<file path="config.mk">
export PLATFORM = sky130hd
export DESIGN_NAME = buzcbf_fifo
export DESIGN_NICKNAME = d
export VERILOG_FILES = /design/src/rtl/buzcbf_fifo.sv
export SDC_FILE = /design/constraint.sdc
export NUM_CORES = 1
export LEC_CHECK = 0
export BUFFER_PORTS_ARGS = -buffer_cell sky130_fd_sc_hd__buf_4
export CAP_MARGIN = 20
export CORE_MARGIN = 2
export CORE_UTILIZATION = 55
export CTS_CLUSTER_DIAMETER = 120
export DETAILED_ROUTE_END_ITERATION = 7
export PLACE_DENSITY_LB_ADDON = 0.25
export SLEW_MARGIN = 20
export SYNTH_ARGS = -nofsm -noshare
export SYNTH_HDL_FRONTEND = slang
export SYNTH_SLANG_ARGS = --single-unit
</file>
<file path="constraint.sdc">
create_clock -name clock -period 5.7 [get_ports clock]
set_clock_uncertainty 0.1 [all_clocks]
set_input_delay 0.285 -clock clock [delete_from_list [all_inputs] [get_ports clock]]
set_output_delay 0.285 -clock clock [all_outputs]
set_load 0.01 [all_outputs]
</file>
<file path="src/rtl/buzcbf_fifo.sv">
// Small first-in first-out queue of flat words.
// Used between front and back and for results; no package dependencies.
module buzcbf_fifo #(
   parameter int WIDTH = 8,
   parameter int AW    = 2
) (
   input  logic             clock,
   input  logic             reset,
   input  logic             push,
   input  logic [WIDTH-1:0] wdata,
   output logic             full,
   input  logic             pop,
   output logic [WIDTH-1:0] rdata,
   output logic             empty,
   output logic [AW:0]      count
);
   localparam int DEPTH = 1 << AW;

   logic [WIDTH-1:0] mem_ff [DEPTH];
   logic [AW-1:0]    wr_ptr_ff, wr_ptr_in;
   logic [AW-1:0]    rd_ptr_ff, rd_ptr_in;
   logic [AW:0]      count_ff, count_in;
   logic             do_push, do_pop;

   assign full    = (count_ff == (AW+1)'(DEPTH));
   assign empty   = (count_ff == '0);
   assign count   = count_ff;
   assign rdata   = mem_ff[rd_ptr_ff];
   assign do_push = push && !full;
   assign do_pop  = pop && !empty;

   always_comb begin
      wr_ptr_in = do_push ? wr_ptr_ff + 1'b1 : wr_ptr_ff;
      rd_ptr_in = do_pop ? rd_ptr_ff + 1'b1 : rd_ptr_ff;
      count_in  = count_ff;
      if (do_push && !do_pop) begin
         count_in = count_ff + 1'b1;
      end else if (do_pop && !do_push) begin
         count_in = count_ff - 1'b1;
      end
   end

   always_ff @(posedge clock) begin
      if (reset) begin
         wr_ptr_ff <= '0;
         rd_ptr_ff <= '0;
         count_ff  <= '0;
      end else begin
         wr_ptr_ff <= wr_ptr_in;
         rd_ptr_ff <= rd_ptr_in;
         count_ff  <= count_in;
      end
   end

   always_ff @(posedge clock) begin
      if (do_push) begin
         mem_ff[wr_ptr_ff] <= wdata;
      end
   end

endmodule

</file>
# [Word-level counts from Yosys, hierarchy flattened]
# Memories as Yosys holds them, arrays and structs flattened. A register that Yosys moved wholly into a read port is not among the register bits.
# Index checks and enable logic that the tools add are counted.
[word_totals] regBits=7 latch_bits=0 ram_bits=32 mem_bits_ro=0 in_bits=12 out_inout_bits=13 memories=1
[memory_table] name="mem_ff" depth=4 word_bits=8 read_ports=1 rd_ports_with_merged_regs=1 wr=1 line_no="19" rtl="logic [WIDTH-1:0] mem_ff [DEPTH];"
[op_classes] addsub=4 mul=0 div_mod_pow=0 magnitude_cmp=0 n_eq_ne=1 shifts=0 muxes=6 n_bitwise=0 n_reduce_logical=10
[op_table] operator="2-to-1 mux 3 bit" count=2
[op_table] operator="adder 2 x 1 -> 2 bit (second input constant)" count=2
[op_table] operator="logical AND 1 bit" count=4
[op_table] operator="logical NOT 1 bit" count=4
[op_table] operator="2-to-1 mux 2 bit" count=2
[op_table] operator="adder 3 x 1 -> 3 bit (second input constant)" count=1
[op_table] operator="equality test 3 bit (second input constant)" count=1
[op_table] operator="logical NOT 3 bit" count=1
[op_table] operator="subtractor 3 x 1 -> 3 bit (second input constant)" count=1
[op_table] operator="2-to-1 mux 1 bit" count=2
[op_table] operator="nonzero test 2 bit" count=1

# [Longest topological paths before layout]
# Gate-level depths: netlist of run 1.
[depth] word_depth=7 ltp_mapped=8 ltp_nobuf=8

# [Least setup slack after synthesis of run 1]
# Ideal clock, no wire load.
[synth_path] path_kind="reg-to-reg" startpoint="register count_ff[0] (netlist: count[0])" endpoint="register count_ff[2] (netlist: count[2])" setup_time_ps=70 arrival_ps=1999 required_time_ps=5530 slack_ps=3531 path_stages_with_launch=9 path_buffers=0 synth_period_minus_slack_ps=2169 path_cell_list="dfxtp_1 > nor3b_2 > nor2_2 > ha_1 > inv_1 > fa_1 > xor2_1 > or3_1 > a21oi_1"
[synth_between] elab_chain_cells=6 word_cells_on_any_way=15 classes_between="add/sub: 2; eq/ne: 1; mux: 2; reduce/logical: 10"
[synth_lines] element="from (decl)" line_no="22" rtl="logic [AW:0] count_ff, count_in;"
[synth_lines] element="from (signal assigned)" line_no="51" rtl="count_ff <= count_in;"
[synth_lines] element="equality test 3 bit *" line_no="25" rtl="assign full = (count_ff == (AW+1)'(DEPTH));"
[synth_lines] element="via full" line_no="11" rtl="output logic full,"
[synth_lines] element="logical NOT 1 bit *" line_no="29" rtl="assign do_push = push && !full;"
[synth_lines] element="logical AND 1 bit *" line_no="29"
[synth_lines] element="via do_push" line_no="23" rtl="logic do_push, do_pop;"
[synth_lines] element="logical NOT 1 bit" line_no="38" rtl="end else if (do_pop && !do_push) begin"
[synth_lines] element="logical AND 1 bit" line_no="38"
[synth_lines] element="nonzero test 2 bit (no source line)"
# Mark *: on every way through the listed nets, which the timed path passes. The rest lies on a longest branch. The select of a mux whose other input is x is not followed.
# A chain may end at the register's enable or synchronous reset.

# [Worst setup path in the final report of run 1]
[layout_path] startpoint="register count_ff[0] (netlist: count[0])" endpoint="register count_ff[2] (netlist: count[2])"
[layout_between] elab_chain_cells=6 word_cells_on_any_way=15 classes_between="add/sub: 2; eq/ne: 1; mux: 2; reduce/logical: 10"
[layout_lines] element="equality test 3 bit *" line_no="25"
[layout_lines] element="logical NOT 1 bit *" line_no="29"
[layout_lines] element="logical AND 1 bit *" line_no="29"
[layout_lines] element="via do_push" line_no="23"
[layout_lines] element="logical NOT 1 bit" line_no="38"
[layout_lines] element="logical AND 1 bit" line_no="38"
[layout_lines] element="nonzero test 2 bit (no source line)"
# Marked as above.

==> results of run 1 <==
cells in the final DEF, fill, tap and decap left out, drive strengths merged, types with 2 or more instances in the layout:
master | netlist | routed
clkbuf | 2 | 5
o21ai | 2 | 2
dfxtp | 9 | 9
nand2b | 2 | 2
clkinv | 0 | 3
ha | 5 | 5
nor2 | 6 | 6
buf | 1 | 24
and2 | 4 | 4
xor2 | 4 | 4
mux4 | 8 | 8
edfxtp | 32 | 32
inv | 4 | 4
or3 | 2 | 2
a21oi | 2 | 2
mux2i | 2 | 2
worst max-delay path, delay by kind of cell, from the launching register on:
family,cells,cell delay (ns)
AO/OA/AOI/OAI,1,0.15
XOR/XNOR,1,0.16
adder cells (fa/ha/maj),2,0.60
buffers and inverters,1,0.06
flip-flops,1,0.53
AND/OR/NAND/NOR,3,0.65
cells by family after synthesis:
group                      count (synthesis)
and+or+nand+nor                           16
DFF                                       41
AOI/OAI and AO/OA                          6
buffers and inverters                      7
adders and majority gates                  6
muxes                                     10
xor gates and xnor gates                   4
flip-flops by register name, indices dropped and copies added, names as in the netlist, named ones only:
name       count
mem_ff        32
count          3
rd_ptr_ff      2
wr_ptr_ff      2
stage by stage:
stage / cells / hold WS [ns] / util, %
final: 150 / 0.0368 / 67.5
after global routing: 150 / 0.00400 / 67.5
after CTS: 150 / 0.0184 / 67.5
after detailed placement: 142 / 0.391 / 65.7
after global placement: 142 / 0.385 / 65.7
after floorplan: 90 / 0.284 / -
worst max path at each step:
stage               end  cells past startpoint
3_3_place_gp   count[2]                      8
6_report       count[2]                      8
2_1_floorplan  count[2]                      8
5_1_grt        count[2]                      8
3_5_place_dp   count[2]                      8
4_1_cts        count[2]                      8
layout make-up:
class,count,area [um^2],share of cell area (%)
flip-flops and latches,41,1140,60.8
multi-input cells,42,452,24.1
repair buffers,24,180,9.60
well taps,31,38.8,2.07
clock buffers,5,37.5,2.00
inverters,4,15.0,0.800
clock inverters,3,12.5,0.667
power by group:
part	internal (mW)	total, mW	leakage (nW)	switching, mW
sequential	0.364	0.409	0.367	0.0446
combinational	0.130	0.225	0.294	0.0955
clock	0.0447	0.132	0.0300	0.0874
total	0.538	0.766	0.691	0.228
layer usage:
metal / global-route usage (%) / part of all wire (%) / vias to the layer above
met5: 0 / 0 / -
met3: 6.70 / 4.8 / 6
met2: 27.3 / 51 / 25
met1: 19.4 / 42 / 402
met4: 7.97 / 2.1 / 0
li1: - / - / 395
==> results summary, run 1 <==
The flow ran to the end, and the final reports show no timing, DRC or antenna violations. The total of warnings raised by yosys is 0. In the synthesized netlist the dominant register cell turns out to be sky130_fd_sc_hd__edfxtp_1. The xor-xnor portion of the synthesized cell area came out at 2.16%. The distinct cell type count after synthesis came out at 21. The setup-violating endpoint count in the final report is 0. The die covers 3400 um^2.

After synthesis, the mean cell area works out to 18.0 um^2. The sink count of the clock tree is 41. The measured slew at the worst slew-check pin is 0.527 ns. The die is 58.3 um wide. The core area came out at 2780 um^2. For the worst setup path, the data arrival time is 2.50 ns. The number of clock buffers inserted by TritonCTS came out at 5. By area, the combinational part of the netlist is dominated by multiplexers. The largest stage delay on the critical path is 0.53 ns.

TritonCTS built the clock tree. The die is 58.3 um tall. The number of iterations in the first detailed-routing pass is 4. At the placement stage, the worst setup path has a slack of 3.40 ns. Setup repair after global routing left no endpoint under its margin.

The share of the clock period used by the worst path after layout is 40.7%. After global routing the overflow that remains totals 0. The maximum count of clock buffers along a single path is 2. In the final routed layout, each cell accounts on average for 16.3 um. The highest clock frequency the design can meet came out at 431 MHz. The remaining max-slew budget at the tightest pin came out at 64.8%.

The min-delay analysis places its worst path in the category in2reg. The count of standard-cell rows is 19. The final layout contains 136 nets.

For this run, design rule violations remaining after detail routing come to 0. The post-synthesis instance area came out at 1620 um^2. The minimum clock period is 2.32 ns. The worst setup slack after layout is 3.38 ns. The first-pass GRT wire length came out at 3.93 mm. After Yosys synthesis, full adders, half adders and majority gates account for 5.10% of the synthesized area. In the synthesized netlist the async set-or-reset flop fraction comes to 0%. The cell area after placement came out at 1830 um^2.

Hold repair after CTS inserted 0 buffers. The total power is 766 uW. The classification of the worst setup path is reg2reg. For flop-to-flop paths, the worst setup slack is 3.38 ns. Ranked by total cell area, the synthesized netlist is headed by sky130_fd_sc_hd__edfxtp_1, sky130_fd_sc_hd__dfxtp_1, sky130_fd_sc_hd__mux4_2. In the synthesized netlist, mux cells make up 12.4% of the area. The post-route standard cell area excluding fillers is 1880 um^2.

The number of vias after detailed routing came out at 828. The area added between synthesis and finish is 15.8%. The number of flops mapped to enable cells by yosys came out at 32.

The ratio of routed vias to standard cells came out at 5.52. Of the total synthesized cell area, the portion taken by AND, OR, NAND and NOR gates is 5.71%. The I/O pin count came out at 25. Counting instances, the worst hold path has a depth of 1.

Summed over all failing endpoints, the final setup total negative slack is 0 ns. Among all cell types in the netlist, the one instantiated most often is sky130_fd_sc_hd__edfxtp_1. The number of fillers in the final layout came out at 185. The leakage power figure is 0.691 nW. The number of violations of the max-capacitance limit is 0. The placer congestion estimate came out at 0.710.

The signal on the critical path passes through nor3b_2 -> nor2_2 -> ha_1 -> inv_1 -> fa_1 -> xor2_1 -> or3_1 -> a21oi_1. The worst setup path is captured at a flip-flop. The kind of start point of the critical path is a flip-flop.

The cell at the root of the clock tree is sky130_fd_sc_hd__clkbuf_4. The total routing resource utilization after global routing came out at 16.8%. Once the clock tree was built, the resizer swapped 0 gates to a different size.

The endpoint identified for the worst register-to-register timing path is count[2]. The final-report hold violation count was 0. The final routed wirelength across all metal layers came out at 2.44 mm.

The highest ir drop seen on vdd came out at 0.364 mV. For the worst setup path, the data required time is 5.87 ns. The number of synthesized register bits is 41. The pin count of the biggest net entering global routing is 13. Summing the sequential cell areas from Yosys gives 70.4% of the chip area. The reg-to-reg critical path startpoint is count[0]. Of the post-synthesis cell area, the dominant cell type holds 59.3%.

The via count of the first global-routing pass is 877. The initial core utilization is 58.3%. sky130_fd_sc_hd__edfxtp_1 takes more of the synthesized area than any other cell. Clock-pin slew was measured on the worst setup and hold paths at 0.11 ns. The post-CTS setup buffer count is 0. In this run the most critical hold path is launched from wdata[0]. The peak fanout along the critical path is 7. The quantity of I/O buffers inserted on ports is 24.

The insertion delay to the later sink of the worst-skew pair is 0.34 ns. The commonest cells after synthesis are sky130_fd_sc_hd__edfxtp_1, sky130_fd_sc_hd__dfxtp_1, sky130_fd_sc_hd__mux4_2. For this block, the initial DRC count from the detailed router was 10. The compound-gate portion of the synthesized area came out at 2.55%. The worst hold path terminates at mem_ff[3][0]. The H-tree depth is 2. The number of nets still failing antenna checks after routing is 0. The initial antenna violation count is 0. When the netlist entered floorplanning its net count stood at 108. The master of the slowest instance on the critical path is sky130_fd_sc_hd__dfxtp_1. Of the cells placed in the final design, the portion with a size suffix greater than 1 is 34.5%.

The number of cells traversed by the worst register-to-register path came out at 8. The final max-slew violation count is 0. The synthesized instance count is 90. The power per cell area came out at 408 nW/um^2. The antenna cell count is 0.

Tracing the worst setup path back leads to its startpoint at count[0].
No activity file was read; power rests on OpenSTA's default activity.
==> run 2: changes to the inputs <==
Settings changed: CORE_UTILIZATION 55 to 54.
Clock period 5.7 ns to 2.3 ns, I/O delays scaled along.
==> run 2 against run 1 <==
Against the previous run:
- the run now ends with design-rule violations left
- clock power grew to 2.5 times the previous value
- total power grew to 2.5 times the previous value
- flip-flop and latch count is the same
- core utilization grew 3.3 points
- final cell count grew 7.3%
- via count grew 5.0%
- first-iteration DRC count grew 110%
- largest cell class unchanged
==> results summary, run 2 (synthesis results as in run 1) <==
The run finished, with violations left. The checks that failed: design-rule violations. The final routed wirelength across all metal layers was 2.52 mm (+3.4%). In this run the worst setup path begins at count[1]. The worst setup slack after layout came out at 0.106 ns (-3.27 ns). The instance count along the most critical hold path is 4 (+3). The setup slack on the worst flop-to-flop path is 0.11 ns (-3.27 ns). Setup repair after global routing left no endpoint under its margin. The net count reported at finish came out at 147 (+8.1%). The peak fanout along the critical path is 7 (unchanged).

The path class of the tightest hold or removal check is in2reg. The insertion delay to the later sink of the worst-skew pair came out at 0.34 ns (about the same). The DRC violation count after routing came out at 2 (+2). The placer congestion estimate was 0.729 (+2.8%). The number of nets still failing antenna checks after routing came out at 0 (unchanged).

The leakage power figure came out at 0.741 nW (+7.3%). In this run the critical register-to-register path is captured at count[2]. The post-route standard cell area excluding fillers came out at 1980 um^2 (+5.7%). For this design, the slowest cell found on the critical path is sky130_fd_sc_hd__dfxtp_2. In this run the most critical hold path is launched from push. The remaining max-slew budget at the tightest pin is 63.7% (-1.1 points). mem_ff holds more flip-flops than any other register. The number of iterations in the first detailed-routing pass came out at 7 (+3). The minimum hold slack was 0.0512 ns (+0.0144 ns). The number of flip-flops in the largest register came out at 32 (unchanged). The pin count of the biggest net entering global routing came out at 13 (unchanged).

The number of violations of the max-capacitance limit was 0 (unchanged). The HPWL after detailed placement is 1.66 mm. STA classifies the critical path endpoint as a flip-flop. The initial antenna violation count came out at 0 (unchanged). The via count of the first global-routing pass came out at 875 (-0.23%). The die boundary width came to 58.8 um (+0.86%). The number of vias after detailed routing was 869 (+5.0%).

The share of the clock period used by the worst path after layout came out at 95.4% (+55 points). The worst setup path is launched from a flip-flop. The hold-critical path endpoint is wr_ptr_ff[0]. The maximum count of clock buffers along a single path is 2 (unchanged). The critical path required time is 2.47 ns (-3.40 ns).

The vertical extent of the die is 58.8 um (+0.86%). The count of standard-cell rows is 19 (unchanged). The largest stage delay on the critical path is 0.39 ns (-0.14 ns).

The filler-free cell count of the finished design is 161 (+7.3%). The ratio of routed vias to standard cells came out at 5.40 (-2.2%). The post-CTS clock slew at the launch and capture registers of the worst setup and hold paths came to 0.11 ns (about the same). The power per cell area came out at 972 nW/um^2 (+140%). The measured slew at the worst slew-check pin is 0.544 ns (+0.0170 ns). The core area came out at 2810 um^2 (+0.85%).

The highest clock frequency the design can meet is 456 MHz (+5.8%). The sink count of the clock tree came to 41 (unchanged). The cell area after placement came out at 1830 um^2 (+0.41%).

The tree is rooted in a sky130_fd_sc_hd__clkbuf_4. The arrival time reported for the critical path endpoint came to 2.37 ns (-0.13 ns). The final-report hold violation count is 0 (unchanged). The setup slack after placement came out at 0.0749 ns (-3.33 ns).

The area growth from synthesis to layout is 22.5%. The critical path is of the reg2reg type. The reg-to-reg critical path startpoint is count[1]. The number of DRC markers after the initial detailed-route iteration is 21 (+11). The I/O pin count came out at 25 (unchanged). The per-cell routed wire length is 15.7 um (-3.7%).

The die area is 3450 um^2 (+1.7%). The H-tree depth is 2 (unchanged). The total routing resource utilization after global routing is 17.1% (+0.37 points). The library cells used most frequently in the layout, excluding fill and tap cells, are sky130_fd_sc_hd__edfxtp_1, sky130_fd_sc_hd__buf_4, sky130_fd_sc_hd__dlygate4sd3_1, sky130_fd_sc_hd__mux4_2, sky130_fd_sc_hd__dfxtp_1. The initial core utilization came to 57.8% (-0.49 points). The fraction of final layout cells sized beyond drive strength 1 is 34.6% (+0.16 points). The quantity of I/O buffers inserted on ports came out at 24 (unchanged).

TritonCTS built the clock tree. The final max-slew violation count came out at 0 (unchanged). The final sum of negative setup slack is 0 ns (unchanged).

The number of placed cells counting well taps came out at 143 (+0.70%). The minimum clock period came to 2.19 ns (-0.128 ns). The number of cells traversed by the worst register-to-register path is 7 (-1). The library cell used most frequently in the layout, excluding fill and tap cells, is sky130_fd_sc_hd__edfxtp_1. The first-pass GRT wire length came out at 4.02 mm (+2.4%). The setup-violating endpoint count in the final report came out at 0 (unchanged). The number of clock buffers inserted by TritonCTS is 5 (unchanged). The antenna cell count came to 0 (unchanged). Walking the worst path, the cells encountered are o31ai_2 -> ha_1 -> inv_1 -> fa_1 -> xor2_1 -> or3_1 -> a21oi_1. The highest ir drop seen on vdd is 0.611 mV (+68%). The sum of overflow across all layers after global routing came out at 0 (unchanged).
run 2: cell count changes in the layout (fill, tap and decap cells not counted):
cell / change
sky130_fd_sc_hd__dlygate4sd3_1: +9
sky130_fd_sc_hd__buf_4: +2
sky130_fd_sc_hd__clkinv_1: -2
sky130_fd_sc_hd__clkbuf_1: +1
sky130_fd_sc_hd__clkinv_2: +1
sky130_fd_sc_hd__dfxtp_1: -1
sky130_fd_sc_hd__dfxtp_2: +1
run 2: worst max-delay path: cells and delay by family (launching register included):
| kind | cells | cell delay (ns) |
|---|---|---|
| adders and majority gates | 2 | 0.63 |
| AOI/OAI and AO/OA | 2 | 0.49 |
| DFF | 1 | 0.39 |
| and+or+nand+nor | 1 | 0.31 |
| xor gates and xnor gates | 1 | 0.15 |
| buffers and inverters | 1 | 0.07 |
run 2: through the flow:
step | power (mW) | utilization (%)
after floorplan | 1.36 | -
after global placement | 1.58 | 65.4
after detailed placement | 1.60 | 65.4
after CTS | 1.95 | 70.4
after global routing | 2.04 | 70.7
final | 1.93 | 70.7
run 2: worst max-delay path by stage:
stage / cells past startpoint / slack [ns] / to
after CTS: 8 / 0.007 / count[2]
final: 7 / 0.11 / count[2]
after floorplan: 8 / 0.13 / count[2]
after global routing: 7 / 0.02 / count[2]
after global placement: 8 / 0.15 / count[2]
after detailed placement: 8 / 0.07 / count[2]
run 2: final cells by class:
class,instances,area [um^2]
multi-input cells,42,452
flip-flops and latches,41,1140
inverters,4,15.0
repair buffers,35,285
fillers,202,821
well taps,31,38.8
clock inverters,2,10.0
clock buffers,6,41.3
run 2: what timing repair did:
item | CTS | global route
gates resized for setup | 0 | 1
endpoints found under the hold margin | 41 | 0
buffers inserted | 0 | 1
endpoints found under the setup margin | 0 | 1
hold buffers | 9 | 0
run 2: where the power goes:
part	total (mW)	switching, mW	internal [mW]	leakage [nW]
sequential	1.01	0.105	0.903	0.368
clock	0.334	0.217	0.117	0.0320
combinational	0.586	0.244	0.343	0.342
total	1.93	0.566	1.36	0.741
run 2: routing by layer:
metal  global-route usage, %  vias up  share of wire, %
met5                       0        -                 0
met4                    8.77        0               1.1
met3                    6.81        2               5.4
met2                    27.6       25                51
met1                    19.8      421                42
li1                        -      421                 -
