--- config.mk ---
export PLATFORM = sky130hd
export DESIGN_NAME = buzcbf_front
export DESIGN_NICKNAME = d
export VERILOG_FILES = /design/src/rtl/buzcbf_pkg.sv /design/src/rtl/buzcbf_front.sv
export SDC_FILE = /design/constraint.sdc
export NUM_CORES = 1
export LEC_CHECK = 0
export ABC_AREA = 0
export BUFFER_PORTS_ARGS = -buffer_cell sky130_fd_sc_hd__buf_2
export CORE_ASPECT_RATIO = 1.2
export CORE_MARGIN = 8
export CORE_UTILIZATION = 45
export DETAILED_ROUTE_END_ITERATION = 10
export PLACE_DENSITY = 0.68
export SETUP_SLACK_MARGIN = 0.5
export SLEW_MARGIN = 20
export SYNTH_ARGS = -nofsm -noshare
export SYNTH_HDL_FRONTEND = slang
export SYNTH_SLANG_ARGS = --single-unit
--- constraint.sdc ---
create_clock -name clock -period 8.9 [get_ports clock]
set_input_delay 2.67 -clock clock [delete_from_list [all_inputs] [get_ports clock]]
set_output_delay 2.67 -clock clock [all_outputs]
set_load 0.02 [all_outputs]
--- src/rtl/buzcbf_pkg.sv ---
// Package for the rolling-hash chunk boundary finder.
// Holds request codes, the front-to-back item type and default sizes.
// No dependencies.
package buzcbf_pkg;

   localparam int HASH_BITS_DEF  = 64;
   localparam int MAX_WINDOW_DEF = 64;
   localparam int WORD_W         = 64;
   localparam int QUEUE_AW       = 2;
   localparam int RESULT_AW      = 2;

   typedef enum logic [1:0] {
      REQ_DATA   = 2'd0,
      REQ_ADD_WR = 2'd1,
      REQ_REM_WR = 2'd2
   } req_kind_type;

   typedef enum logic [1:0] {
      OP_NONE,
      OP_DATA,
      OP_ADD_WR,
      OP_REM_WR
   } op_type;

   typedef enum logic {
      CSR_THRESHOLD = 1'b0,
      CSR_WINDOW    = 1'b1
   } csr_index_type;

   typedef struct packed {
      op_type            op;
      logic [7:0]        data_byte;
      logic              last;
      logic [7:0]        index;
      logic [WORD_W-1:0] word;
      logic [7:0]        oldest;
   } item_type;

endpackage

--- src/rtl/buzcbf_front.sv ---
// Front end: accepts requests, classifies them and runs the byte delay line.
// Depends on buzcbf_pkg; emits one item per useful request toward the back.
module buzcbf_front #(
   parameter int MAX_WINDOW = buzcbf_pkg::MAX_WINDOW_DEF
) (
   input  logic                        clock,
   input  logic                        reset,
   input  logic [6:0]                  window_len,
   input  logic                        push,
   output logic                        full,
   input  logic [1:0]                  req_type,
   input  logic [7:0]                  req_data_byte,
   input  logic                        req_last_in_buffer,
   input  logic [7:0]                  req_table_index,
   input  logic [buzcbf_pkg::WORD_W-1:0] req_table_word,
   output logic                        q_push,
   output buzcbf_pkg::item_type        q_item,
   input  logic                        q_full
);
   import buzcbf_pkg::*;

   localparam int PW = (MAX_WINDOW > 1) ? $clog2(MAX_WINDOW) : 1;
   localparam int FW = $clog2(MAX_WINDOW + 1);
   localparam int CW = (FW > 7) ? FW : 7;
   localparam int XW = CW + 1;

   logic [7:0]    hist_mem_ff [MAX_WINDOW];
   logic [PW-1:0] ptr_ff, ptr_in;
   logic [FW-1:0] fill_ff, fill_in;
   logic [7:0]    hist_rd_ff;
   logic          old_valid_ff;
   logic          f1_valid_ff, f1_valid_in;
   op_type        f1_op_ff;
   logic [7:0]    f1_byte_ff;
   logic          f1_last_ff;
   logic [7:0]    f1_index_ff;
   logic [WORD_W-1:0] f1_word_ff;

   op_type        op;
   logic          accept;
   logic          take_data;
   logic [CW-1:0] win_ext;
   logic [CW-1:0] win_eff;
   logic [XW-1:0] ptr_ext;
   logic [XW-1:0] old_sum;
   logic [PW-1:0] old_pos;
   logic          old_valid;

   assign full      = f1_valid_ff && q_full;
   assign accept    = push && !full;
   assign take_data = accept && (op == OP_DATA);

   always_comb begin
      unique case (req_kind_type'(req_type))
         REQ_DATA:   op = OP_DATA;
         REQ_ADD_WR: op = OP_ADD_WR;
         REQ_REM_WR: op = OP_REM_WR;
         default:    op = OP_NONE;
      endcase
   end

   always_comb begin
      win_ext = CW'(window_len);
      if (win_ext == '0) begin
         win_eff = CW'(1);
      end else if (win_ext > CW'(MAX_WINDOW)) begin
         win_eff = CW'(MAX_WINDOW);
      end else begin
         win_eff = win_ext;
      end
      ptr_ext = XW'(ptr_ff);
      if (ptr_ext >= XW'(win_eff)) begin
         old_sum = ptr_ext - XW'(win_eff);
      end else begin
         old_sum = ptr_ext + XW'(MAX_WINDOW) - XW'(win_eff);
      end
      old_pos   = old_sum[PW-1:0];
      old_valid = (XW'(old_pos) < XW'(fill_ff));
      ptr_in    = (ptr_ff == PW'(MAX_WINDOW - 1)) ? '0 : ptr_ff + 1'b1;
      fill_in   = (fill_ff == FW'(MAX_WINDOW)) ? fill_ff : fill_ff + 1'b1;
   end

   always_comb begin
      f1_valid_in = f1_valid_ff;
      if (accept) begin
         f1_valid_in = (op != OP_NONE);
      end else if (!q_full) begin
         f1_valid_in = 1'b0;
      end
   end

   always_ff @(posedge clock) begin
      if (reset) begin
         f1_valid_ff <= 1'b0;
         ptr_ff      <= '0;
         fill_ff     <= '0;
      end else begin
         f1_valid_ff <= f1_valid_in;
         if (take_data) begin
            ptr_ff  <= ptr_in;
            fill_ff <= fill_in;
         end
      end
   end

   always_ff @(posedge clock) begin
      if (accept) begin
         f1_op_ff    <= op;
         f1_byte_ff  <= req_data_byte;
         f1_last_ff  <= req_last_in_buffer;
         f1_index_ff <= req_table_index;
         f1_word_ff  <= req_table_word;
      end
      if (take_data) begin
         hist_rd_ff         <= hist_mem_ff[old_pos];
         old_valid_ff       <= old_valid;
         hist_mem_ff[ptr_ff] <= req_data_byte;
      end
   end

   assign q_push = f1_valid_ff && !q_full;

   always_comb begin
      q_item.op        = f1_op_ff;
      q_item.data_byte = f1_byte_ff;
      q_item.last      = f1_last_ff;
      q_item.index     = f1_index_ff;
      q_item.word      = f1_word_ff;
      q_item.oldest    = old_valid_ff ? hist_rd_ff : 8'd0;
   end

endmodule

### Word-level counts from Yosys, hierarchy flattened

Memory sizes are Yosys's and may differ from the RTL's. A register that Yosys moved wholly into a read port is not among the register bits.
Index checks and enable logic that the tools add are counted.

| word-level totals | value |
|---|---|
| register bits | 98 |
| RAM bits | 512 |
| input port bits | 94 |
| output and inout port bits | 93 |
| memories kept | 1 |

| operators by class | value |
|---|---|
| add/sub/neg operators | 5 |
| $lt $le $gt $ge | 3 |
| eq/ne operators | 6 |
| multiplexer cells | 10 |
| bitwise logic cells | 1 |
| reduce and logical (&&, ||, !) cells | 10 |

Memory list:

| memory | depth | width | rd ports | clocked after memory_dff | write ports | line | source |
|---|---|---|---|---|---|---|---|
| hist_mem_ff | 64 | 8 | 1 | 1 | 1 | buzcbf_front.sv:27 | `logic [7:0] hist_mem_ff [MAX_WINDOW];` |

Operator list:

| cell | number |
|---|---|
| 7-bit two-way mux | 2 |
| 6-bit by 1-bit adder with 6-bit output, second input constant | 2 |
| 6-bit two-way mux | 2 |
| 6-bit subtractor | 2 |
| 8-bit two-way mux | 1 |
| 7-bit by 1-bit adder with 7-bit output, second input constant | 1 |
| 7-bit == test, second input constant | 1 |
| 6-bit by 7-bit greater-or-equal comparator with 1-bit output | 1 |
| 7-bit greater-than comparator, second input constant | 1 |
| 7-bit zero test | 1 |
| 6-bit by 7-bit less-than comparator with 1-bit output | 1 |
| 6-bit == test, second input constant | 1 |
| 2-bit case mux with 3 select lines | 1 |
| 2-bit by 1-bit == test with 1-bit output, second input constant | 2 |
| 1-bit logical AND | 4 |
| 1-bit two-way mux | 4 |
| 2-bit == test, second input constant | 1 |
| 1-bit zero test | 2 |
| 2-bit zero test | 1 |
| 2-bit by 1-bit inequality test with 1-bit output, second input constant | 1 |
| 2-bit AND reduction | 1 |
| 2-bit nonzero test | 1 |
| 1-bit inverter | 1 |

### Logic depth before layout (Yosys ltp)

Gate-level depths: netlist of run 1.

| logic depth | value |
|---|---|
| depth after elaboration | 6 |
| depth in mapped cells | 15 |
| mapped depth without buffers | 13 |

### Worst setup path before layout of run 1

Ideal clock, no wire load.

| timing | value |
|---|---|
| kind | input-to-reg |
| start point | input port q_full |
| end point | memory hist_mem_ff[61][0] (enable) |
| data arrival time | 6.694 ns |
| data required time | 8.529 ns |
| slack | 1.835 ns |
| stages on the path | 7 |
| buffers on the path | 1 |
| cell sequence | nand2_1 > and2_1 > nand2_1 > inv_1 > buf_1 > nand4b_1 > nor2_1 |

| on the way | value |
|---|---|
| cells in the longest elaborated chain, start to end | 6 |

RTL lines:

| what | line | source |
|---|---|---|
| start: declaration | buzcbf_front.sv:18 | `input logic q_full` |
| 1-bit logical AND | buzcbf_front.sv:49 | `assign full = f1_valid_ff && q_full;` |
| 1-bit zero test | buzcbf_front.sv:50 | `assign accept = push && !full;` |
| 1-bit logical AND | buzcbf_front.sv:50 |  |
| net accept | buzcbf_front.sv:40 | `logic accept;` |
| 1-bit logical AND | buzcbf_front.sv:51 | `assign take_data = accept && (op == OP_DATA);` |
| net take_data | buzcbf_front.sv:41 | `logic take_data;` |
| 1-bit two-way mux | buzcbf_front.sv:114 | `if (take_data) begin` |
| 1-bit two-way mux (implied by the code) | buzcbf_front.sv:117 | `hist_mem_ff[ptr_ff] <= req_data_byte;` |
| end: declaration | buzcbf_front.sv:27 |  |

The timed path passes the listed nets, and every way through them passes these cells.

### Worst setup path after layout of run 1

| timing | value |
|---|---|
| start point | input port window_len[4] |
| end point | register hist_rd_ff[2], read port of hist_mem_ff (data pin) |

| on the way | value |
|---|---|
| cells in the longest elaborated chain, start to end | 5 |

RTL lines:

| what | line | source |
|---|---|---|
| start: declaration | buzcbf_front.sv:8 | `input logic [6:0] window_len,` |
| 7-bit greater-than comparator | buzcbf_front.sv:66 | `end else if (win_ext > CW'(MAX_WINDOW)) begin` |
| 7-bit two-way mux | buzcbf_front.sv:66 |  |
| 7-bit two-way mux (*) | buzcbf_front.sv:64 | `if (win_ext == '0) begin` |
| 6-bit subtractor (tied with other cells) | buzcbf_front.sv:75 | `old_sum = ptr_ext + XW'(MAX_WINDOW) - XW'(win_eff);` |
| 6-bit two-way mux (*) | buzcbf_front.sv:72 | `if (ptr_ext >= XW'(win_eff)) begin` |
| end: declaration | buzcbf_front.sv:30 | `logic [7:0] hist_rd_ff;` |

Every way passes the cells marked *; elsewhere a longest branch is shown, timed or not.
A chain may end at the register's enable or synchronous reset.

==> results of run 1 <==
[synth_stat cells (2+ instances only)]
cell / number
sky130_fd_sc_hd__a21o_1: 4
sky130_fd_sc_hd__nand4_1: 6
sky130_fd_sc_hd__nor2b_1: 3
sky130_fd_sc_hd__mux4_2: 135
sky130_fd_sc_hd__xnor2_1: 5
sky130_fd_sc_hd__inv_1: 15
sky130_fd_sc_hd__nand2_1: 14
sky130_fd_sc_hd__nand3_1: 7
sky130_fd_sc_hd__or2_2: 3
sky130_fd_sc_hd__o21ai_0: 3
sky130_fd_sc_hd__buf_4: 12
sky130_fd_sc_hd__clkbuf_1: 10
sky130_fd_sc_hd__edfxtp_1: 604
sky130_fd_sc_hd__a21oi_1: 11
sky130_fd_sc_hd__or3_1: 3
sky130_fd_sc_hd__buf_2: 17
sky130_fd_sc_hd__nand2b_1: 6
sky130_fd_sc_hd__dfxtp_1: 14
sky130_fd_sc_hd__buf_6: 10
sky130_fd_sc_hd__nand3b_1: 2
sky130_fd_sc_hd__mux2i_1: 97
sky130_fd_sc_hd__nor3_1: 3
sky130_fd_sc_hd__ha_1: 17
sky130_fd_sc_hd__and2_1: 10
sky130_fd_sc_hd__nor2_1: 83
sky130_fd_sc_hd__a211o_1: 2
sky130_fd_sc_hd__buf_1: 3
sky130_fd_sc_hd__xor2_1: 4
[sequential cells by signal, indices dropped and copies added, names as in the netlist]
| signal | cells |
|---|---|
| f1_byte_ff | 8 |
| f1_valid_ff | 1 |
| f1_op_ff | 2 |
| old_valid_ff | 1 |
| f1_word_ff | 64 |
| fill_ff | 7 |
| hist_mem_ff | 512 |
| hist_rd_ff | 8 |
| f1_index_ff | 8 |
| f1_last_ff | 1 |
| ptr_ff | 6 |
[per-stage QoR]
| step | util | instance area, um^2 |
|---|---|---|
| finish | 0.5215 | 27430 |
| global route | 0.5215 | 27430 |
| CTS | 0.5215 | 27430 |
| detailed placement | 0.4879 | 25670 |
| global placement | 0.4879 | 25670 |
| floorplan | - | 23970 |
[layout make-up]
type,instances,area [um^2],area share
Clock buffer,66,1418,0.05168
Clock inverter,34,349.1,0.01273
Inverter,15,56.30,0.002052
Multi-Input combinational cell,427,5206,0.1898
Sequential cell,618,18420,0.6714
Tap cell,705,882.1,0.03216
Timing Repair Buffer,204,1104,0.04023
[how the worst min path moves through the flow]
stage	start	slack (ns)	cells past startpoint	to
floorplan	f1_valid_ff$_SDFFE_PP0P_	0.46	2	f1_valid_ff$_SDFFE_PP0P_
global placement	fill_ff[5]$_SDFFE_PP0P_	0.49	2	fill_ff[5]$_SDFFE_PP0P_
detailed placement	fill_ff[5]$_SDFFE_PP0P_	0.50	2	fill_ff[5]$_SDFFE_PP0P_
CTS	fill_ff[5]$_SDFFE_PP0P_	0.51	2	fill_ff[5]$_SDFFE_PP0P_
global route	fill_ff[5]$_SDFFE_PP0P_	0.55	2	fill_ff[5]$_SDFFE_PP0P_
finish	fill_ff[5]$_SDFFE_PP0P_	0.51	2	fill_ff[5]$_SDFFE_PP0P_
[cell families after synthesis]
logic type / synth area share
DFF: 0.7684
muxes: 0.1685
and+or+nand+nor: 0.02741
buffers and inverters: 0.01639
AOI/OAI and AO/OA: 0.005638
adders and majority gates: 0.009710
xor gates and xnor gates: 0.003967
[power by group]
| group | switching [mW] | internal (mW) |
|---|---|---|
| sequential | 0.00838 | 3.23 |
| clock | 1.02 | 1.34 |
| combinational | 0.331 | 0.236 |
[worst reg2reg max path: stages (launching register included)]
cell                      delay (ns)
sky130_fd_sc_hd__dfxtp_1        0.39
sky130_fd_sc_hd__inv_1          0.24
sky130_fd_sc_hd__ha_4           0.17
sky130_fd_sc_hd__inv_1          0.05
sky130_fd_sc_hd__fa_4           1.24
sky130_fd_sc_hd__buf_4          0.47
sky130_fd_sc_hd__mux4_2         0.38
sky130_fd_sc_hd__mux2i_1        0.15
sky130_fd_sc_hd__mux2i_1        0.16
sky130_fd_sc_hd__mux2i_1        0.58
sky130_fd_sc_hd__mux2i_1        0.15
[routing by layer]
layer / global-route usage / up-vias / routed length, um
li1: - / 4962 / -
met1: 0.2260 / 6007 / 21080
met2: 0.3027 / 355 / 27270
met3: 0.02252 / 95 / 2924
met4: 0.05921 / 0 / 1632
met5: 0 / - / 0
==> results list, run 1 <==
- Outcome: completed
- Worst-path clk slew: 0.06 ns
* Initial antenna violation count: 0
- After detailed routing, the average wire length per cell comes to 25.57 um.
* Worst-case vdd ir drop: roughly 0.00017 V
- Core box area: 0.05261 mm^2
- Total Power: 6.160 mW
- Clock latency on the worst-skew pair, taken at its later pin, is 0.58 ns.
- A synthesized cell averages 21.55 um^2.
- DRT Pass-1 Iters: 5
- Master cell of the clock root buffer: sky130_fd_sc_hd__clkbuf_16
- Measured in cells, the most critical reg-to-reg path has a length of 10.
- Count of buffers added by post-CTS timing repair for setup: 0
- In this run the worst hold path is classified as reg -> reg.
* Reg-to-reg slack, setup: 4.62 ns
- Setup violations remaining at the end of the flow were counted as 0.
- Traced cell by cell, the critical path runs through buf_2, nor3_1, a21oi_1, nor2_1, ha_4, inv_1, fa_4, buf_4, mux4_2, mux2i_1, mux2i_1, mux2i_1, mux2i_1.
* Fraction of registers with async set/reset: 0
- For this run, the register share of the synthesized area comes to 0.7684.
* Setup repair after global routing missed its margin: false
* Post-Place Setup Slack: about 2.0 ns
- The first global-routing pass estimated 78.76 mm of wire.
- Across all setup checks in the final design, the least slack found is between 2 and 3 ns.
- Yosys mapped a number of flops with a built-in enable equal to roughly 600.
- Remaining global-route overflow: 0
- Total of warnings raised by yosys: 0
- Arrival time at the worst endpoint: 6.55 ns
- In this run the number of cells on the critical path is 13.
* Overall via count from detail_route: between 10k and 15k
- Cell with the most instances on the worst path: sky130_fd_sc_hd__mux2i_1
* Portion of the clock cycle consumed by the worst path in the final layout: 0.7036
* Most frequent cells in the layout: 604 x sky130_fd_sc_hd__edfxtp_1, 186 x sky130_fd_sc_hd__buf_2, 135 x sky130_fd_sc_hd__mux4_2
- Across every metal layer, demand over resource in global routing totals 0.1745.
* Final critical-path required period: 6.262 ns
- Fillers: between 4k and 5k
* Slowest CP cell: sky130_fd_sc_hd__fa_4
- Fraction of layout cells with a size suffix above 1: 0.3130
- Count of final hold-check violations: 0
- The clock passes through at most 3 buffers.
- After synthesis, the cell types taking the most area are sky130_fd_sc_hd__edfxtp_1 76%, sky130_fd_sc_hd__mux4_2 13%, sky130_fd_sc_hd__mux2i_1 4.1%.
- Synthesis handed over a netlist of between 1k and 1.5k instances.
- The number of global-route vias before repair came to 11.96k.
- The wire-length estimate of the detail-placed layout is 32.82 mm.
- Row count: between 90 and 100
* End point of the critical path: hist_rd_ff[2]$_DFFE_PP_
* CTS Sinks: 618
- The congestion estimate from routability-driven global placement came to 0.7613.
- Static timing analysis puts the maximum clock frequency at 0.1597 GHz.
- Summed over all instances, the cell type with the most area after synthesis is sky130_fd_sc_hd__edfxtp_1.
- DRC: 0
- Worst setup path category: in -> reg
- Number of hold buffers added after cts: 0
- Number of nets with antenna violations after routing: 0
- Most used flip-flop cell after synthesis: sky130_fd_sc_hd__edfxtp_1
- # diodes: 0
- Of the post-synthesis cell area, the dominant cell type holds 0.7567.
* # port buffers: about 190
- Number of H-tree levels: 2
- The tightest hold path in the finished design has a slack of 0.5132 ns.
- Data required time of the critical path: 9.19 ns
- CTS tree: done
- Initial Util: 0.4556
* Total clock buffers created by CTS: 54
- FF-to-FF End: hist_rd_ff[2]$_DFFE_PP_
- Summed over all layers, the routed wires come to 52.91 mm.
- Post-synthesis cell area: 0.02397 mm^2
* Post-CTS sizing: 0
* Final total negative setup slack: 0 ns
- Excluding fillers, the count of instances in the completed layout stands at 2069.
- On the critical path the largest part of the delay comes from adder cells.
- Syn_nets: about 1.2k
- Power density over the cells: ~220 mW/mm^2
- Source of the critical timing path: window_len[4]
- Vertical die dimension: 268.8 um
- The worst setup path is captured at a register.
- For this design the static power due to leakage is 9.175 nW.
- For this design the top-level I/O count stands at 187.
* Relative slew margins: 0.3024
* Slew at the pin closest to its max-slew limit: 1.041 ns
- Area overhead of the layout relative to synthesis: 14.46%
- Maximum number of pins on one net before global-route repair: 84
* Distinct cell type count after synthesis: 37
- Number of nets in the layout: 1432
- Seq cells post-synth: approximately 620
- Cell Count Post-Placement: 1969
- Startpoint Class: primary input
- For this run, the slowest stage of the critical path takes 1.24 ns.
* Worst setup skew after layout: 0.02068 ns
- Routed via count divided by cell count: 5.519
- Together, buffers and inverters on the worst path number 3.
- In this run, the number of DRC markers left after iteration 0 of detailed routing was between 800 and 900.
* DIE AREA: 0.06093 mm^2
* Max-cap violations: 0
* Final Slew Violations: 0
- From left edge to right edge, the die measures 226.7 um.
* Worst R2R Start: ptr_ff[0]$_SDFFE_PP0P_
- Most common library cell in the layout ignoring fill and taps: sky130_fd_sc_hd__edfxtp_1
* Biggest fanout along the worst timing path: 35
Note: power is estimated with default switching activity, not from simulation.
==> inputs of run 2 (changes only) <==
--- a/config.mk
+++ b/config.mk
@@ -11,7 +11,7 @@
 export CORE_MARGIN = 8
 export CORE_UTILIZATION = 45
 export DETAILED_ROUTE_END_ITERATION = 10
-export PLACE_DENSITY = 0.68
+export PLACE_DENSITY = 0.7
 export SETUP_SLACK_MARGIN = 0.5
 export SLEW_MARGIN = 20
 export SYNTH_ARGS = -nofsm -noshare
==> constraint.sdc (replaced) <==
create_clock -name clock -period 5.2 [get_ports clock]
set_input_delay 1.56 -clock clock [delete_from_list [all_inputs] [get_ports clock]]
set_output_delay 1.56 -clock clock [all_outputs]
set_load 0.02 [all_outputs]
==> run 2 against run 1 <==
- non-clock buffer count grew 18
- global-route usage about the same
- sequential share of layout area shrank 0.65 points
- total power increased by 73%
- count of clock-buffer cells in the layout decreased by 2
- design area up 0.98%
- critical path depth increased by 1
- worst setup slack lost 2.0 ns
- clock power grew 74%
- critical endpoint is now hist_rd_ff[5]$_DFFE_PP_
- largest cell class unchanged
==> results list, run 2 (synthesized netlist as in run 1, its figures left out) <==
- The run finished with clean final reports.
* Arrival time at the worst endpoint: 4.84 ns (-1.71 ns)
- DIE AREA: 0.06093 mm^2 (unchanged)
- Remaining global-route overflow: 0 (unchanged)
- Number of global-route vias before repair: 12.08k (+0.94%)
- The number of H-tree levels came to 2 (unchanged).
- The clock-pin slew of the registers on the worst-case setup and hold paths was 0.07 ns (about the same).
- Overall via count from detail_route: 11.58k (+1.4%)
* Count of buffers added by post-CTS timing repair for setup: 0 (unchanged)
- The y dimension of the die came to 268.8 um (unchanged).
- CTS tree: done
- The number of violations reported at the end of detailed-routing iteration 0 was 1148 (+30%).
- Number of hold buffers added after cts: 0 (unchanged)
* Total clock buffers created by CTS: 56 (+3.7%)
- Data required time of the critical path: 5.52 ns (-3.67 ns)
- Clock latency of the later-clocked register in the worst-skew pair: 0.61 ns (+0.03 ns)
- # port buffers: 186 (unchanged)
- Max-cap violations: 0 (unchanged)
- The final weighted congestion in routability-driven placement came to 0.7819 (+2.7%).
- The proportion of power drawn by flip-flops and latches was 0.521 (-0.005).
- Global-route wire length before repair: 78.24 mm (-0.67%)
- Most frequent cells in the layout: 604 x sky130_fd_sc_hd__edfxtp_1, 183 x sky130_fd_sc_hd__buf_2, 135 x sky130_fd_sc_hd__mux4_2
- Slew at the pin closest to its max-slew limit: 1.151 ns (+0.1092 ns)
- Fraction of power spent switching nets: 0.2233 (+0.002922)
- Chip width: 226.7 um (unchanged)
* Final critical-path required period: 4.519 ns
- Power density over the cells: 384.1 mW/mm^2 (+71%)
* Total half-perimeter wirelength after legalization and detailed placement: 33.39 mm (+1.7%)
- Most common library cell in the layout ignoring fill and taps: sky130_fd_sc_hd__edfxtp_1
- The count of unresolved DRC violations after routing was 0 (unchanged).
- Setup repair after global routing left no endpoint under its margin.
- The setup-violating endpoint count in the final report was 0 (unchanged).
- The post-cts sizing count was 0 (unchanged).
* Maximum number of pins on one net before global-route repair: 84 (unchanged)
* Static Leak: 9.309 nW (+1.5%)
* Cell internal power dissipation: 8.263 mW (+72%)
- The number of buffers between clock root and the deepest sink was 3 (unchanged).
* Biggest fanout along the worst timing path: 43 (+23%)
* Reg-to-reg slack, setup: 1.63 ns (-2.99 ns)
* Worst setup path category: in -> reg
- Part of the total power dissipated in the clock network: 0.386 (+0.004)
- Crit path capture type: register
- Combinational power share: 0.094 (+0.002)
* Avg WL per Cell: 25.19 um (-1.5%)
- The number of max-slew violations in the final report was 0 (unchanged).
* Number of flip-flops in the largest register: 512 (unchanged)
- The number of inserted filler cells in the final layout came to 4046 (-1.1%).
- Worst reg-to-reg path cell count: 11 (+1)
* CTS Sinks: 618 (unchanged)
- The aggregate routed wire length is 52.67 mm (-0.46%).
- Number of nets in the layout: 1452 (+1.4%)
- The fraction of layout cells with a size suffix above 1 was 0.3268 (+0.01379).
- The largest registers in the layout are hist_mem_ff x512, f1_word_ff x64.
* Core utilization of the finished layout: 0.5266 (+0.005138)
- The count of boundary I/O pins is 187 (unchanged).
- The peak supply drop came to 0.0002783 V (+62%).
- The global-route total usage across every layer is 0.1748 (+0.0003427).
- STA classifies the critical path startpoint as a primary input.
* Switching power of the nets: 2.376 mW (+75%)
- The tree is rooted in a sky130_fd_sc_hd__clkbuf_16.
- Core box area: 0.05261 mm^2 (unchanged)
- DRT Pass-1 Iters: 5 (unchanged)
- The worst clock skew was 0.01826 ns (-0.002422 ns).
- The register with the most flip-flops in the final layout is hist_mem_ff.
- # diodes: 0 (unchanged)
* Post-Place Setup Slack: -0.07632 ns (-2.095 ns)
* Portion of the clock cycle consumed by the worst path in the final layout: 0.8690
- The worst slew margin relative to its limit was 0.2292 (-0.07319).
- Hold Crit Depth: 2 (unchanged)
- Maximum clock frequency: between 0.2 and 0.25 GHz
- Setup ws final: 0.6810 ns (-1.957 ns)
- The count of nets left with antenna violations after detail routing is 0 (unchanged).
- The worst hold path belongs to the class reg -> reg.
- The area growth from synthesis to layout is 15.58%.
* Count of final hold-check violations: 0 (unchanged)
- The post-detailed-route via-to-cell ratio is 5.539 (+0.36%).
- Initial Util: 0.4556 (unchanged)
- Row count: 92 (unchanged)
* Initial antenna violation count: 0 (unchanged)
==> run 2: cell count changes in the layout (fill, tap and decap cells not counted), sizes merged <==
cell / change
clkbuf: -2
buf: +18
inv: +2
bufinv: -1
clkinvlp: +3
clkinv: +2
==> run 2: final timing paths <==
path / from / end
min: fill_ff[5]$_SDFFE_PP0P_ / fill_ff[5]$_SDFFE_PP0P_
min reg2reg: fill_ff[5]$_SDFFE_PP0P_ / fill_ff[5]$_SDFFE_PP0P_
max: window_len[4] / hist_rd_ff[5]$_DFFE_PP_
max reg2reg: ptr_ff[0]$_SDFFE_PP0P_ / hist_rd_ff[5]$_DFFE_PP_
==> run 2: stage by stage <==
stage	total power, mW	TNS, ns	instances	area, um^2	hold slack (ns)
3_5_place_dp	6.654	-0.1198	1987	25860	0.5049
2_1_floorplan	6.275	0	1112	23970	0.4648
3_3_place_gp	6.634	-0.09603	1987	25860	0.4876
4_1_cts	10.73	0	2091	27680	0.5196
5_1_grt	10.95	0	2091	27700	0.5339
6_report	10.64	0	2091	27700	0.5134
==> run 2: power by group through the flow <==
| stage | Combinational [mW] | Sequential, mW | Clock [mW] |
|---|---|---|---|
| 6_report | 0.997 | 5.54 | 4.10 |
| 5_1_grt | 1.06 | 5.54 | 4.35 |
| 4_1_cts | 1.01 | 5.54 | 4.19 |
| 3_5_place_dp | 1.01 | 5.65 | 0 |
| 3_3_place_gp | 0.987 | 5.65 | 0 |
| 2_1_floorplan | 0.578 | 5.70 | 0 |
==> run 2: layout make-up <==
cell class	count	area, um^2	share of cell area
sequential	618	18420	0.6648
inverter	15	56.30	0.002032
multi-input combinational	427	5218	0.1883
clock inverter	40	367.9	0.01328
clock buffer	64	1453	0.05244
tap	705	882.1	0.03184
timing repair buffer	222	1309	0.04724
==> run 2: critical path, cell delays in order <==
cell                      delay [ns]
sky130_fd_sc_hd__buf_2          0.11
sky130_fd_sc_hd__nor3_1         0.19
sky130_fd_sc_hd__a21oi_1        0.10
sky130_fd_sc_hd__nor2_1         0.19
sky130_fd_sc_hd__ha_4           0.17
sky130_fd_sc_hd__inv_1          0.05
sky130_fd_sc_hd__fa_4           0.86
sky130_fd_sc_hd__buf_12         0.26
sky130_fd_sc_hd__buf_4          0.23
sky130_fd_sc_hd__mux4_2         0.33
sky130_fd_sc_hd__mux2i_1        0.16
sky130_fd_sc_hd__mux2i_1        0.12
sky130_fd_sc_hd__mux2i_2        0.34
sky130_fd_sc_hd__mux2i_1        0.13
==> run 2: layer usage <==
metal | wire [um] | track usage | vias to the layer above
li1 | - | - | 4992
met3 | 3158 | 0.03177 | 87
met4 | 1351 | 0.05956 | 0
met5 | 0 | 0 | -
met1 | 20520 | 0.2192 | 6098
met2 | 27630 | 0.3043 | 405
==> inputs of run 3 (changes only) <==
--- a/config.mk
+++ b/config.mk
@@ -11,7 +11,7 @@
 export CORE_MARGIN = 8
 export CORE_UTILIZATION = 45
 export DETAILED_ROUTE_END_ITERATION = 10
-export PLACE_DENSITY = 0.7
+export PLACE_DENSITY = 0.68
 export SETUP_SLACK_MARGIN = 0.5
 export SLEW_MARGIN = 20
 export SYNTH_ARGS = -nofsm -noshare
==> constraint.sdc (replaced) <==
create_clock -name clock -period 5.4 [get_ports clock]
set_input_delay 1.62 -clock clock [delete_from_list [all_inputs] [get_ports clock]]
set_output_delay 1.62 -clock clock [all_outputs]
set_load 0.02 [all_outputs]
==> run 3 against run 2 <==
- design area down 0.42%
- combinational power down 5.5%
- critical path depth unchanged
- via count down 1.1%
- utilization down 0.22 points
- non-clock buffer count unchanged
- global-route usage down 0.49 points
- sequential power down 4%
- critical path type unchanged
- largest power group unchanged
==> results list, run 3 (synthesized netlist as in run 1, its figures left out) <==
- The first-pass GRT wire length was 76.40 mm (-2.3%).
- The aggregate routed wire length came to 51.51 mm (-2.2%).
* Relative slew margins: 0.2757 (+0.04650)
- Largest Register: hist_mem_ff
- The number of buffers inserted by post-CTS setup repair was 0 (unchanged).
- Broken down by cell family, the worst path's largest delay share belongs to multiplexers.
- For the finished layout, the period the worst path requires is 4.595 ns.
- Setup violations, final: 0 (unchanged)
- The initial antenna violation count came to 0 (unchanged).
- The required time at the worst-slack endpoint is 5.74 ns (+0.22 ns).
- The total number of vias came to 11.45k (-1.1%).
* Fraction of layout cells with a size suffix above 1: 0.3177 (-0.009150)
- The post-detailed-route via-to-cell ratio came to 5.478 (-1.1%).
* Max-cap violations: 0 (unchanged)
- By startpoint and endpoint, the worst setup path is classified as in -> reg.
- The hold violation total from the final report came to 0 (unchanged).
- Core utilization of the finished layout: 0.5244 (-0.002212)
* Number of flip-flops in the largest register: 512 (unchanged)
- In the layout the commonest cells are 604 x sky130_fd_sc_hd__edfxtp_1, 184 x sky130_fd_sc_hd__buf_2, 135 x sky130_fd_sc_hd__mux4_2.
- Cell with the most instances on the worst path: sky130_fd_sc_hd__mux2i_1
- The setup TNS came to 0 ns (unchanged).
- The cell area power density is 363.9 mW/mm^2 (-5.2%).
* Worst-path clk slew: 0.07 ns (about the same)
- Maximum clock frequency: 0.2176 GHz
* Biggest fanout along the worst timing path: 43 (unchanged)
- The post-cts sizing count was 0 (unchanged).
* DIE AREA: 0.06093 mm^2 (unchanged)
- The worst stage delay on the critical path was 0.84 ns (-0.02 ns).
- Vertical die dimension: 268.8 um (unchanged)
- Arrival time at the worst endpoint: 4.93 ns (+0.09 ns)
* Number of buffers on the longest clock path: 3 (unchanged)
- Portion of the clock cycle consumed by the worst path in the final layout: 0.8509
- The count of unresolved DRC violations after routing is 0 (unchanged).
* Core box area: 0.05261 mm^2 (unchanged)
* Number of global-route vias before repair: 11.76k (-2.6%)
- DP Area: 0.02586 mm^2 (unchanged)
* RD Place Congestion: 0.7633 (-2.4%)
* Final Slew Violations: 0 (unchanged)
- Master cell of the clock root buffer: sky130_fd_sc_hd__clkbuf_16
* Avg WL per Cell: 24.65 um (-2.1%)
- The clock sink count is 618 (unchanged).
- The leakage power is 9.259 nW (-0.54%).
- The buffers plus inverters on the worst setup path is 4 (unchanged).
- The count of nets left with antenna violations after detail routing came to 0 (unchanged).
- Initial Util: 0.4556 (unchanged)
- # port buffers: 186 (unchanged)
- Crit path capture type: register
- The number of nets in the finished design was 1453 (+0.069%).
* Area overhead of the layout relative to synthesis: 15.10%
- Outcome: completed
- Top Registers: hist_mem_ff x512, f1_word_ff x64
- The horizontal die dimension is 226.7 um (unchanged).
- Worst-case vdd ir drop: 0.0002209 V (-21%)
* Post-route cell area: 0.02759 mm^2 (-0.42%)
- STA classifies the critical path startpoint as a primary input.
- Total Routing Usage GR: 0.1699 (-0.004930)
- The insertion delay to the later sink of the worst-skew pair is 0.62 ns (about the same).
- Fillers: 4129 (+2.1%)
- Total clock buffers created by CTS: 57 (+1.8%)
- The number of core rows is 92 (unchanged).
- Leaving out fill and tap cells, the most frequent cell in the layout is sky130_fd_sc_hd__edfxtp_1.
* Slowest CP cell: sky130_fd_sc_hd__fa_4
- Worst setup skew after layout: 0.03603 ns (+0.01777 ns)
- Number of hold buffers added after cts: 0 (unchanged)
- CP Cell Sequence: buf_2, nor3_1, a21oi_1, nor2_1, ha_4, inv_1, fa_4, buf_12, buf_4, mux4_2, mux2i_1, mux2i_1, mux2i_1, mux2i_1
* Maximum number of pins on one net before global-route repair: 84 (unchanged)
- Number of H-tree levels: 2 (unchanged)
- In this run the worst hold path is classified as reg -> reg.
- Total Power: 10.04 mW (-5.6%)
* # diodes: 0 (unchanged)
* Remaining global-route overflow: 0 (unchanged)
- Slew at the pin closest to its max-slew limit: 1.082 ns (-0.06809 ns)
- The count of boundary I/O pins came to 187 (unchanged).
* DRT Pass-1 Iters: 5 (unchanged)
- Setup repair after global routing missed its margin: false
- Total half-perimeter wirelength after legalization and detailed placement: 32.85 mm (-1.6%)
- Drt first-iter violations: 1109 (-3.4%)
* CTS tree: done
## run 3: worst paths after layout
check                          startpoint                 endpoint  slack (ns)  cells after the start
hold reg to reg   fill_ff[5]$_SDFFE_PP0P_  fill_ff[5]$_SDFFE_PP0P_        0.52                      2
setup reg to reg   ptr_ff[0]$_SDFFE_PP0P_  hist_rd_ff[5]$_DFFE_PP_        1.68                     11
hold / removal    fill_ff[5]$_SDFFE_PP0P_  fill_ff[5]$_SDFFE_PP0P_        0.52                      2
setup / recovery            window_len[4]  hist_rd_ff[5]$_DFFE_PP_        0.80                     14
## run 3: where the power goes
group,switching (mW),internal (mW)
Combinational,0.531,0.411
Clock,1.67,2.09
Sequential,0.0143,5.32
## run 3: routing by layer
metal  vias to the layer above  part of all wire  wire length (um)  global-route usage
met3                        88             0.056              2887             0.03090
met1                      6035              0.40             20540              0.2174
met2                       335              0.51             26510              0.2887
met5                         -                 0                 0                   0
li1                       4992                 -                 -                   -
met4                         0             0.031              1579             0.06236
## run 3: area by class of cell
class	count	area, um^2	area share
clock buffer	79	1549	0.05615
clock inverter	24	168.9	0.006123
inverter	15	56.30	0.002041
multi-input combinational	427	5206	0.1887
sequential	618	18420	0.6676
tap	705	882.1	0.03198
timing repair buffer	222	1306	0.04735
## run 3: worst register-to-register path: cells and delay by family (launching register included)
family	cells	cell delay [ns]
multiplexers	5	1.15
adder cells (fa/ha/maj)	2	1.02
buffers and inverters	4	0.89
flip-flops	1	0.39
## run 3: stage by stage
step | cells | setup WS [ns] | hold slack, ns
2_1_floorplan | 1112 | 0.9086 | 0.4648
3_3_place_gp | 1987 | 0.1329 | 0.4968
3_5_place_dp | 1987 | 0.1751 | 0.5105
4_1_cts | 2090 | 0.8205 | 0.5225
5_1_grt | 2090 | 0.5596 | 0.5614
6_report | 2090 | 0.8050 | 0.5197
